==> src/scs_pkg.sv <==
// ----------------------------------------------------------------------------
// scs_pkg: shared constants and types for the set crossover splitter
// Node widths, result limit, queue depth and the queue status bundle.
// ----------------------------------------------------------------------------
package scs_pkg;

  // default node space and fixed field widths
  localparam int NODE_COUNT_DEF = 64;
  localparam int NODE_W         = 6;
  localparam int MAX_RESULTS    = 64;
  localparam int RES_W          = $clog2(MAX_RESULTS + 1);

  // runs that can wait between front and back
  localparam int Q_DEPTH        = 2;

  // queue status seen by front and back
  typedef struct packed {
    logic full;
    logic empty;
  } scs_qstat_t;

endpackage

==> src/scs_front.sv <==
// ----------------------------------------------------------------------------
// scs_front: parent list loader
// Marks each parent's node in its bitmap, one pair per word, and hands both
// bitmaps to the run queue on the final pair, clearing them for the next run.
// ----------------------------------------------------------------------------
module scs_front
  import scs_pkg::*;
#(
  parameter int NODE_COUNT = NODE_COUNT_DEF
) (
  input  logic                  clk,
  input  logic                  rst,
  input  logic                  in_valid,
  output logic                  in_ready,
  input  logic [NODE_W-1:0]     first_parent_node,
  input  logic [NODE_W-1:0]     second_parent_node,
  input  logic                  final_pair,
  input  scs_qstat_t            qstat,
  output logic                  push,
  output logic [NODE_COUNT-1:0] push_first,
  output logic [NODE_COUNT-1:0] push_second
);

  localparam int IW = $clog2(NODE_COUNT);

  logic [NODE_COUNT-1:0] first_marks, first_marks_next;
  logic [NODE_COUNT-1:0] second_marks, second_marks_next;
  logic                  accept;

  // node decode, indexes outside the node space mark nothing
  function automatic logic [NODE_COUNT-1:0] mark_bit(input logic [NODE_W-1:0] node);
    logic [NODE_COUNT-1:0] one;
    one = {{(NODE_COUNT-1){1'b0}}, 1'b1};
    if ({1'b0, node} < (NODE_W+1)'(NODE_COUNT)) begin
      return one << node[IW-1:0];
    end else begin
      return '0;
    end
  endfunction

  assign in_ready = !qstat.full;
  assign accept   = in_valid && in_ready;

  // merged bitmaps including the current pair
  always_comb begin
    first_marks_next  = first_marks  | mark_bit(first_parent_node);
    second_marks_next = second_marks | mark_bit(second_parent_node);
  end

  // hand off on the final pair
  assign push        = accept && final_pair;
  assign push_first  = first_marks_next;
  assign push_second = second_marks_next;

  // mark registers
  always_ff @(posedge clk) begin
    if (rst) begin
      first_marks  <= '0;
      second_marks <= '0;
    end else if (accept) begin
      if (final_pair) begin
        first_marks  <= '0;
        second_marks <= '0;
      end else begin
        first_marks  <= first_marks_next;
        second_marks <= second_marks_next;
      end
    end
  end

endmodule

==> src/scs_queue.sv <==
// ----------------------------------------------------------------------------
// scs_queue: run queue
// Small FIFO of finished parent bitmap pairs between loader and splitter.
// ----------------------------------------------------------------------------
module scs_queue
  import scs_pkg::*;
#(
  parameter int NODE_COUNT = NODE_COUNT_DEF
) (
  input  logic                  clk,
  input  logic                  rst,
  input  logic                  push,
  input  logic [NODE_COUNT-1:0] push_first,
  input  logic [NODE_COUNT-1:0] push_second,
  input  logic                  pop,
  output logic [NODE_COUNT-1:0] head_first,
  output logic [NODE_COUNT-1:0] head_second,
  output scs_qstat_t            qstat
);

  localparam int PW = $clog2(Q_DEPTH);
  localparam int CW = $clog2(Q_DEPTH + 1);

  logic [2*NODE_COUNT-1:0] entries [Q_DEPTH];
  logic [PW-1:0]           wr_ptr;
  logic [PW-1:0]           rd_ptr;
  logic [CW-1:0]           fill;

  assign qstat.full  = (fill == CW'(Q_DEPTH));
  assign qstat.empty = (fill == '0);
  assign {head_first, head_second} = entries[rd_ptr];

  // entry storage
  always_ff @(posedge clk) begin
    if (push) begin
      entries[wr_ptr] <= {push_first, push_second};
    end
  end

  // pointers and fill level
  always_ff @(posedge clk) begin
    if (rst) begin
      wr_ptr <= '0;
      rd_ptr <= '0;
      fill   <= '0;
    end else begin
      if (push) begin
        wr_ptr <= (wr_ptr == PW'(Q_DEPTH-1)) ? '0 : wr_ptr + 1'b1;
      end
      if (pop) begin
        rd_ptr <= (rd_ptr == PW'(Q_DEPTH-1)) ? '0 : rd_ptr + 1'b1;
      end
      unique case ({push, pop})
        2'b10:   fill <= fill + 1'b1;
        2'b01:   fill <= fill - 1'b1;
        default: fill <= fill;
      endcase
    end
  end

endmodule

==> src/scs_back.sv <==
// ----------------------------------------------------------------------------
// scs_back: child splitter and emitter
// Scans one node per cycle in ascending order to build both child bitmaps,
// then walks each child from the top node down, emitting one word per node.
// ----------------------------------------------------------------------------
module scs_back
  import scs_pkg::*;
#(
  parameter int NODE_COUNT = NODE_COUNT_DEF
) (
  input  logic                  clk,
  input  logic                  rst,
  input  scs_qstat_t            qstat,
  input  logic [NODE_COUNT-1:0] head_first,
  input  logic [NODE_COUNT-1:0] head_second,
  output logic                  pop,
  output logic                  out_valid,
  input  logic                  out_ready,
  output logic                  which_child,
  output logic [NODE_W-1:0]     child_node,
  output logic                  run_end
);

  localparam int IW = $clog2(NODE_COUNT);
  localparam int CW = $clog2(NODE_COUNT + 1);

  localparam logic [1:0] ST_IDLE  = 2'd0;
  localparam logic [1:0] ST_SCAN  = 2'd1;
  localparam logic [1:0] ST_EMIT1 = 2'd2;
  localparam logic [1:0] ST_EMIT2 = 2'd3;

  logic [1:0]            state;
  logic [NODE_COUNT-1:0] first_sh, second_sh;
  logic [NODE_COUNT-1:0] child1, child2;
  logic [IW-1:0]         idx;
  logic [CW-1:0]         n1, n2, n1_next, n2_next;
  logic [RES_W-1:0]      emitted, total;
  logic [CW:0]           sum_next;
  logic                  to1, to2, a, b, shared, single;
  logic                  slot_free, cur_bit, last_word, idx_end, emit_word;

  // per-node assignment during the scan
  always_comb begin
    a       = first_sh[0];
    b       = second_sh[0];
    shared  = a && b;
    single  = a ^ b;
    to1     = shared || (single && (n1 < n2));
    to2     = shared || (single && !(n1 < n2));
    n1_next = n1 + CW'(to1);
    n2_next = n2 + CW'(to2);
    sum_next = {1'b0, n1_next} + {1'b0, n2_next};
  end

  // emission helpers
  assign slot_free = !out_valid || out_ready;
  assign cur_bit   = (state == ST_EMIT2) ? child2[NODE_COUNT-1] : child1[NODE_COUNT-1];
  assign last_word = cur_bit && ((emitted + 1'b1) == total);
  assign idx_end   = (idx == IW'(NODE_COUNT-1));
  assign pop       = (state == ST_IDLE) && !qstat.empty;
  assign emit_word = ((state == ST_EMIT1) || (state == ST_EMIT2)) && cur_bit && slot_free;

  // sequencer
  always_ff @(posedge clk) begin
    if (rst) begin
      state     <= ST_IDLE;
      out_valid <= 1'b0;
    end else begin
      // output valid: set on a new word, cleared once taken
      if (emit_word) begin
        out_valid <= 1'b1;
      end else if (out_valid && out_ready) begin
        out_valid <= 1'b0;
      end
      unique case (state)
        ST_IDLE: begin
          if (pop) begin
            first_sh  <= head_first;
            second_sh <= head_second;
            idx       <= '0;
            n1        <= '0;
            n2        <= '0;
            emitted   <= '0;
            state     <= ST_SCAN;
          end
        end
        ST_SCAN: begin
          first_sh  <= first_sh >> 1;
          second_sh <= second_sh >> 1;
          child1    <= {to1, child1[NODE_COUNT-1:1]};
          child2    <= {to2, child2[NODE_COUNT-1:1]};
          n1        <= n1_next;
          n2        <= n2_next;
          if (idx_end) begin
            idx <= IW'(NODE_COUNT-1);
            if (sum_next > (CW+1)'(MAX_RESULTS)) begin
              total <= RES_W'(MAX_RESULTS);
            end else begin
              total <= RES_W'(sum_next);
            end
            state <= (sum_next == '0) ? ST_IDLE : ST_EMIT1;
          end else begin
            idx <= idx + 1'b1;
          end
        end
        ST_EMIT1, ST_EMIT2: begin
          if (!cur_bit || slot_free) begin
            if (cur_bit) begin
              which_child <= (state == ST_EMIT2);
              child_node  <= NODE_W'(idx);
              run_end     <= last_word;
              emitted     <= emitted + 1'b1;
            end
            if (state == ST_EMIT2) begin
              child2 <= child2 << 1;
            end else begin
              child1 <= child1 << 1;
            end
            if (idx == '0) begin
              idx <= IW'(NODE_COUNT-1);
            end else begin
              idx <= idx - 1'b1;
            end
            if (last_word) begin
              state <= ST_IDLE;
            end else if (idx == '0) begin
              state <= (state == ST_EMIT1) ? ST_EMIT2 : ST_IDLE;
            end
          end
        end
        default: state <= ST_IDLE;
      endcase
    end
  end

`ifndef SYNTH
  // the balancing rule keeps child two at most one node ahead
  a_balance: assert property (@(posedge clk) disable iff (rst)
    (state == ST_SCAN) |-> ((n2 == n1) || (n2 == n1 + 1'b1)))
    else $error("child counts out of balance");

  // never emit more than the run's total
  a_count: assert property (@(posedge clk) disable iff (rst)
    ((state == ST_EMIT1) || (state == ST_EMIT2)) |-> (emitted < total))
    else $error("emission count past total");

  // a waiting run is taken up at once
  a_start: assert property (@(posedge clk) disable iff (rst)
    ((state == ST_IDLE) && !qstat.empty) |=> (state == ST_SCAN))
    else $error("queued run not started");

  // new words come only from the emit walk
  a_source: assert property (@(posedge clk) disable iff (rst)
    $rose(out_valid) |-> (($past(state) == ST_EMIT1) || ($past(state) == ST_EMIT2)))
    else $error("output word outside emission");
`endif

endmodule

==> src/set_crossover_splitter.sv <==
// ----------------------------------------------------------------------------
// set_crossover_splitter: crossover of two parent node sets into two children
// Loads parent node pairs into bitmaps, then splits and emits child nodes.
// ----------------------------------------------------------------------------
//  channel | signals                                          | accepted when
//  in      | first_parent_node, second_parent_node, final_pair | in_valid & in_ready
//  out     | which_child, child_node, run_end                  | out_valid & out_ready
//
//  Pairs load one per cycle while the run queue has room (two runs deep).
//  Per run the splitter fetches the queue head, scans one node per cycle, then
//  walks both children, holding while the output is stalled; the walk is
//  skipped for a run with no child nodes and ends early on the last word.
//  Reset clears marks, queue pointers, sequencer and output valid.
//  Output stalls back up into the queue and then to in_ready only.
// ----------------------------------------------------------------------------
module set_crossover_splitter
  import scs_pkg::*;
#(
  parameter int NODE_COUNT = NODE_COUNT_DEF
) (
  input  logic              clk,
  input  logic              rst,
  input  logic              in_valid,
  output logic              in_ready,
  input  logic [NODE_W-1:0] first_parent_node,
  input  logic [NODE_W-1:0] second_parent_node,
  input  logic              final_pair,
  output logic              out_valid,
  input  logic              out_ready,
  output logic              which_child,
  output logic [NODE_W-1:0] child_node,
  output logic              run_end
);

  scs_qstat_t            qstat;
  logic                  push, pop;
  logic [NODE_COUNT-1:0] push_first, push_second;
  logic [NODE_COUNT-1:0] head_first, head_second;

  // loader
  scs_front #(.NODE_COUNT(NODE_COUNT)) u_front (
    .clk                (clk),
    .rst                (rst),
    .in_valid           (in_valid),
    .in_ready           (in_ready),
    .first_parent_node  (first_parent_node),
    .second_parent_node (second_parent_node),
    .final_pair         (final_pair),
    .qstat              (qstat),
    .push               (push),
    .push_first         (push_first),
    .push_second        (push_second)
  );

  // run queue
  scs_queue #(.NODE_COUNT(NODE_COUNT)) u_queue (
    .clk         (clk),
    .rst         (rst),
    .push        (push),
    .push_first  (push_first),
    .push_second (push_second),
    .pop         (pop),
    .head_first  (head_first),
    .head_second (head_second),
    .qstat       (qstat)
  );

  // splitter and emitter
  scs_back #(.NODE_COUNT(NODE_COUNT)) u_back (
    .clk         (clk),
    .rst         (rst),
    .qstat       (qstat),
    .head_first  (head_first),
    .head_second (head_second),
    .pop         (pop),
    .out_valid   (out_valid),
    .out_ready   (out_ready),
    .which_child (which_child),
    .child_node  (child_node),
    .run_end     (run_end)
  );

endmodule
==> config.mk <==
export PLATFORM = sky130hd
export DESIGN_NAME = set_crossover_splitter
export DESIGN_NICKNAME = d
export VERILOG_FILES = /design/src/scs_pkg.sv /design/src/scs_front.sv /design/src/scs_queue.sv /design/src/scs_back.sv /design/src/set_crossover_splitter.sv
export SDC_FILE = /design/constraint.sdc
export NUM_CORES = 1
export LEC_CHECK = 0
export BUFFER_PORTS_ARGS = -buffer_cell sky130_fd_sc_hd__buf_4
export CORE_ASPECT_RATIO = 1.4
export CORE_MARGIN = 5
export CORE_UTILIZATION = 60
export CTS_BUF_LIST = sky130_fd_sc_hd__clkbuf_4 sky130_fd_sc_hd__clkbuf_8 sky130_fd_sc_hd__clkbuf_16
export CTS_CLUSTER_SIZE = 25
export DETAILED_ROUTE_END_ITERATION = 8
export PLACE_DENSITY = 0.76
export REMOVE_ABC_BUFFERS = 1
export SLEW_MARGIN = 20
export SYNTH_ARGS = -nofsm -noshare
export SYNTH_HDL_FRONTEND = slang
export SYNTH_HIERARCHICAL = 1
export SYNTH_SLANG_ARGS = --single-unit
==> constraint.sdc <==
create_clock -name clk -period 11.9 [get_ports clk]
set_clock_uncertainty 0.2 [all_clocks]
set_input_delay 2.38 -clock clk [delete_from_list [all_inputs] [get_ports clk]]
set_output_delay 2.38 -clock clk [all_outputs]
set_load 0.1 [all_outputs]
==> reports/qor.yml <==
p_leak_nw: 12.0
final_cells: 2832
max_freq_mhz: 199
antenna_left: 0
yosysSeqAreaShare_pct: 66.5
r2r-end: "u_back/total[6]"
yosysUniqueCellTypes: 79
slew_headroom_pct: 31.8
p_per_area_nw_per_um2: 213
outcome: "finished clean"
syn2layout_area_growth_pct: 9.32
fin_setup_tns_ns: 0
synth_area_um2: 29100
period_minus_slack_ns: 5.04
synth_seq_cells: 690
wl_met2_um: 28300
final_cell_mix: "edfxtp_1, nand2_1, mux2_2"
dp_cells: 2711
finalSetupViolCount: 0
cp-startpoint: "u_back/n1[1]"
drc_errors: 0
synth_ff_type: "edfxtp_1"
n_antenna_cell: 0
grt_max_degree: 130
first_iter_violations: 1237
cts_hold_buf: 0
fin_util_pct: 66.3
top_layer: "met4"
path_clk_slew_ns: 0.07
yosys.area.top_type_share_pct: 57.1
clockBufferDepth: 3
grt_pass1_vias: 16900
drt_wl_total_um: 53900
vdd_drop_max_mv: 0.154
viasPerCell: 5.82
reg2reg_slack_ns: 6.86
ctsResizeCount: 0
holdPathEnd: "u_front/second_marks[31]"
synthCells: 2169
reg2reg_from: "u_back/n1[1]"
rsz0062_at_grt: "false"
antenna_found_initial: 0
route.met3.wl_um: 2430
num_vias: 16500
hold_violations: 0
final_nets: 2193
holdPathStages: 2
wirelength_met1_um: 22000
pin_count: 27
drive_above_1_share_pct: 23.1
total_power_w: 0.00678
worstPathRequired_ns: 12.04
cts.htree.levels: 3
cap_violations: 0
critPathMaxFanout: 6
critPathCaptureType: "flop"
cts_tree: "built"
die_area_um2: 53100
r2r_cells: 18
hp-class: "reg -> reg"
wl_per_cell_um: 19.0
drt_pass1_iterations: 5
avgSynthCellArea_um2: 13.4
overflow: 0
clk_latency_ns: 0.59
dp_hpwl_um: 31100
slew_violations: 0
critPathLaunchType: "flop"
rows: 95
cp_data_arrival_time_ns: 5.17
root_buffer: "clkbuf_16"
yosysWarnings: 6
synth_area_leaders: "edfxtp_1, mux2_2, dfxtp_1, nand2_1, a21oi_1"
initial_core_util_pct: 60.6
nFillCells: 3358
worstMarginPinSlew_ns: 1.02
critPathKind: "reg -> reg"
synth_top_area_cell: "edfxtp_1"
cts_setup_buffers: 0
gp_congestion: 0.828
final_common_cell: "edfxtp_1"
fin_crit_sh_pct: 42.3
grt_pass1_wl_um: 87200
die_w_um: 196
clkSinkCount: 690
coreArea_um2: 48000
io_buffers: 26
grt.total_usage_pct: 20.2
async_reset_ff_share_pct: 0
die_h_um: 271
synth_edf_count: 554
cts_buffers: 66
min_from: "u_front/second_marks[31]"
-- critical path, stage by stage (launching register included) --
cell and delay (ns):
edfxtp_1 0.45, ha_1 0.34, a21o_1 0.16, a21o_1 0.18
a21oi_1 0.14, nor2b_1 0.06, o21a_1 0.17, o41ai_1 0.36
ha_1 0.29, ha_1 0.20, nand3_1 0.13, xnor2_1 0.17
ha_1 0.38, nand2_1 0.13, and4b_1 0.20, nor4_1 0.47
a32oi_1 0.18, o32a_2 0.30, or2_4 0.26
-- where the power goes --
part	internal, W	switching (W)	total [W]
clock	0.00126	0.000869	0.00213
sequential	0.00311	0.000150	0.00326
combinational	0.000573	0.000813	0.00139
-- logic make-up (layout without fill, tap and decap cells) --
kind of cell,Yosys count,count (layout),synth area share (%)
AOI/OAI and AO/OA,313,313,7.06
muxes,256,256,9.89
xor gates and xnor gates,35,35,1.13
adders and majority gates,26,26,1.14
and+or+nand+nor,689,689,11.4
buffers and inverters,160,193,2.93
DFF,690,690,66.5
-- registers in the layout, summed over array words and instances, names as in the netlist, 64 cells and up, named ones only --
signal                flops
u_queue/entries         256
u_back/child1            64
u_back/child2            64
u_back/first_sh          64
u_back/second_sh         64
u_front/first_marks      64
u_front/second_marks     64
-- through the flow --
step	setup WS, ns	instance area [µm²]	hold slack, ns
floorplan	1.04	28400	0.231
global placement	6.55	29600	0.243
detailed placement	6.53	29600	0.256
CTS	6.86	31800	0.272
global route	6.45	31800	0.283
finish	6.86	31800	0.266
-- area by class of cell --
class / count / area, µm² / share of cell area, %
inverters: 24 / 90.1 / 0.283
flip-flops and latches: 690 / 19400 / 60.8
well taps: 630 / 788 / 2.48
clock inverters: 26 / 243 / 0.762
repair buffers: 49 / 392 / 1.23
clock buffers: 94 / 1990 / 6.26
multi-input cells: 1319 / 8970 / 28.2
-- synthesized netlist by cell type, drive strengths merged (5+ instances only) --
library cell	number
ha	25
dfxtp	136
edfxtp	554
nor2b	12
a21o	92
inv	23
and3	5
clkbuf	79
a21oi	144
xnor2	20
nand3	14
o21bai	12
nor2	165
mux2	255
o21ai	9
a31o	28
nand2	390
xor2	15
nand2b	8
nor4b	12
and2	15
nor3	12
and4b	13
and4bb	14
buf	57
nor4bb	6
-- metal layers --
metal / global-route usage, % / vias up
li1: - / 7788
met1: 25.0 / 8247
met2: 36.0 / 349
met3: 3.20 / 88
met4: 6.95 / 0
met5: 0 / -
-- worst max path at each step --
stage                                         end  slack (ns)  cells past startpoint
final                             u_back/total[6]        6.86                     18
after global placement    u_queue/entries[0][119]        6.55                      6
after detailed placement  u_queue/entries[0][119]        6.53                      6
after CTS                         u_back/total[6]        6.86                     18
after floorplan                u_back/first_sh[0]        1.04                      4
after global routing              u_back/total[6]        6.45                     18
(Power assumes the default switching activity.)
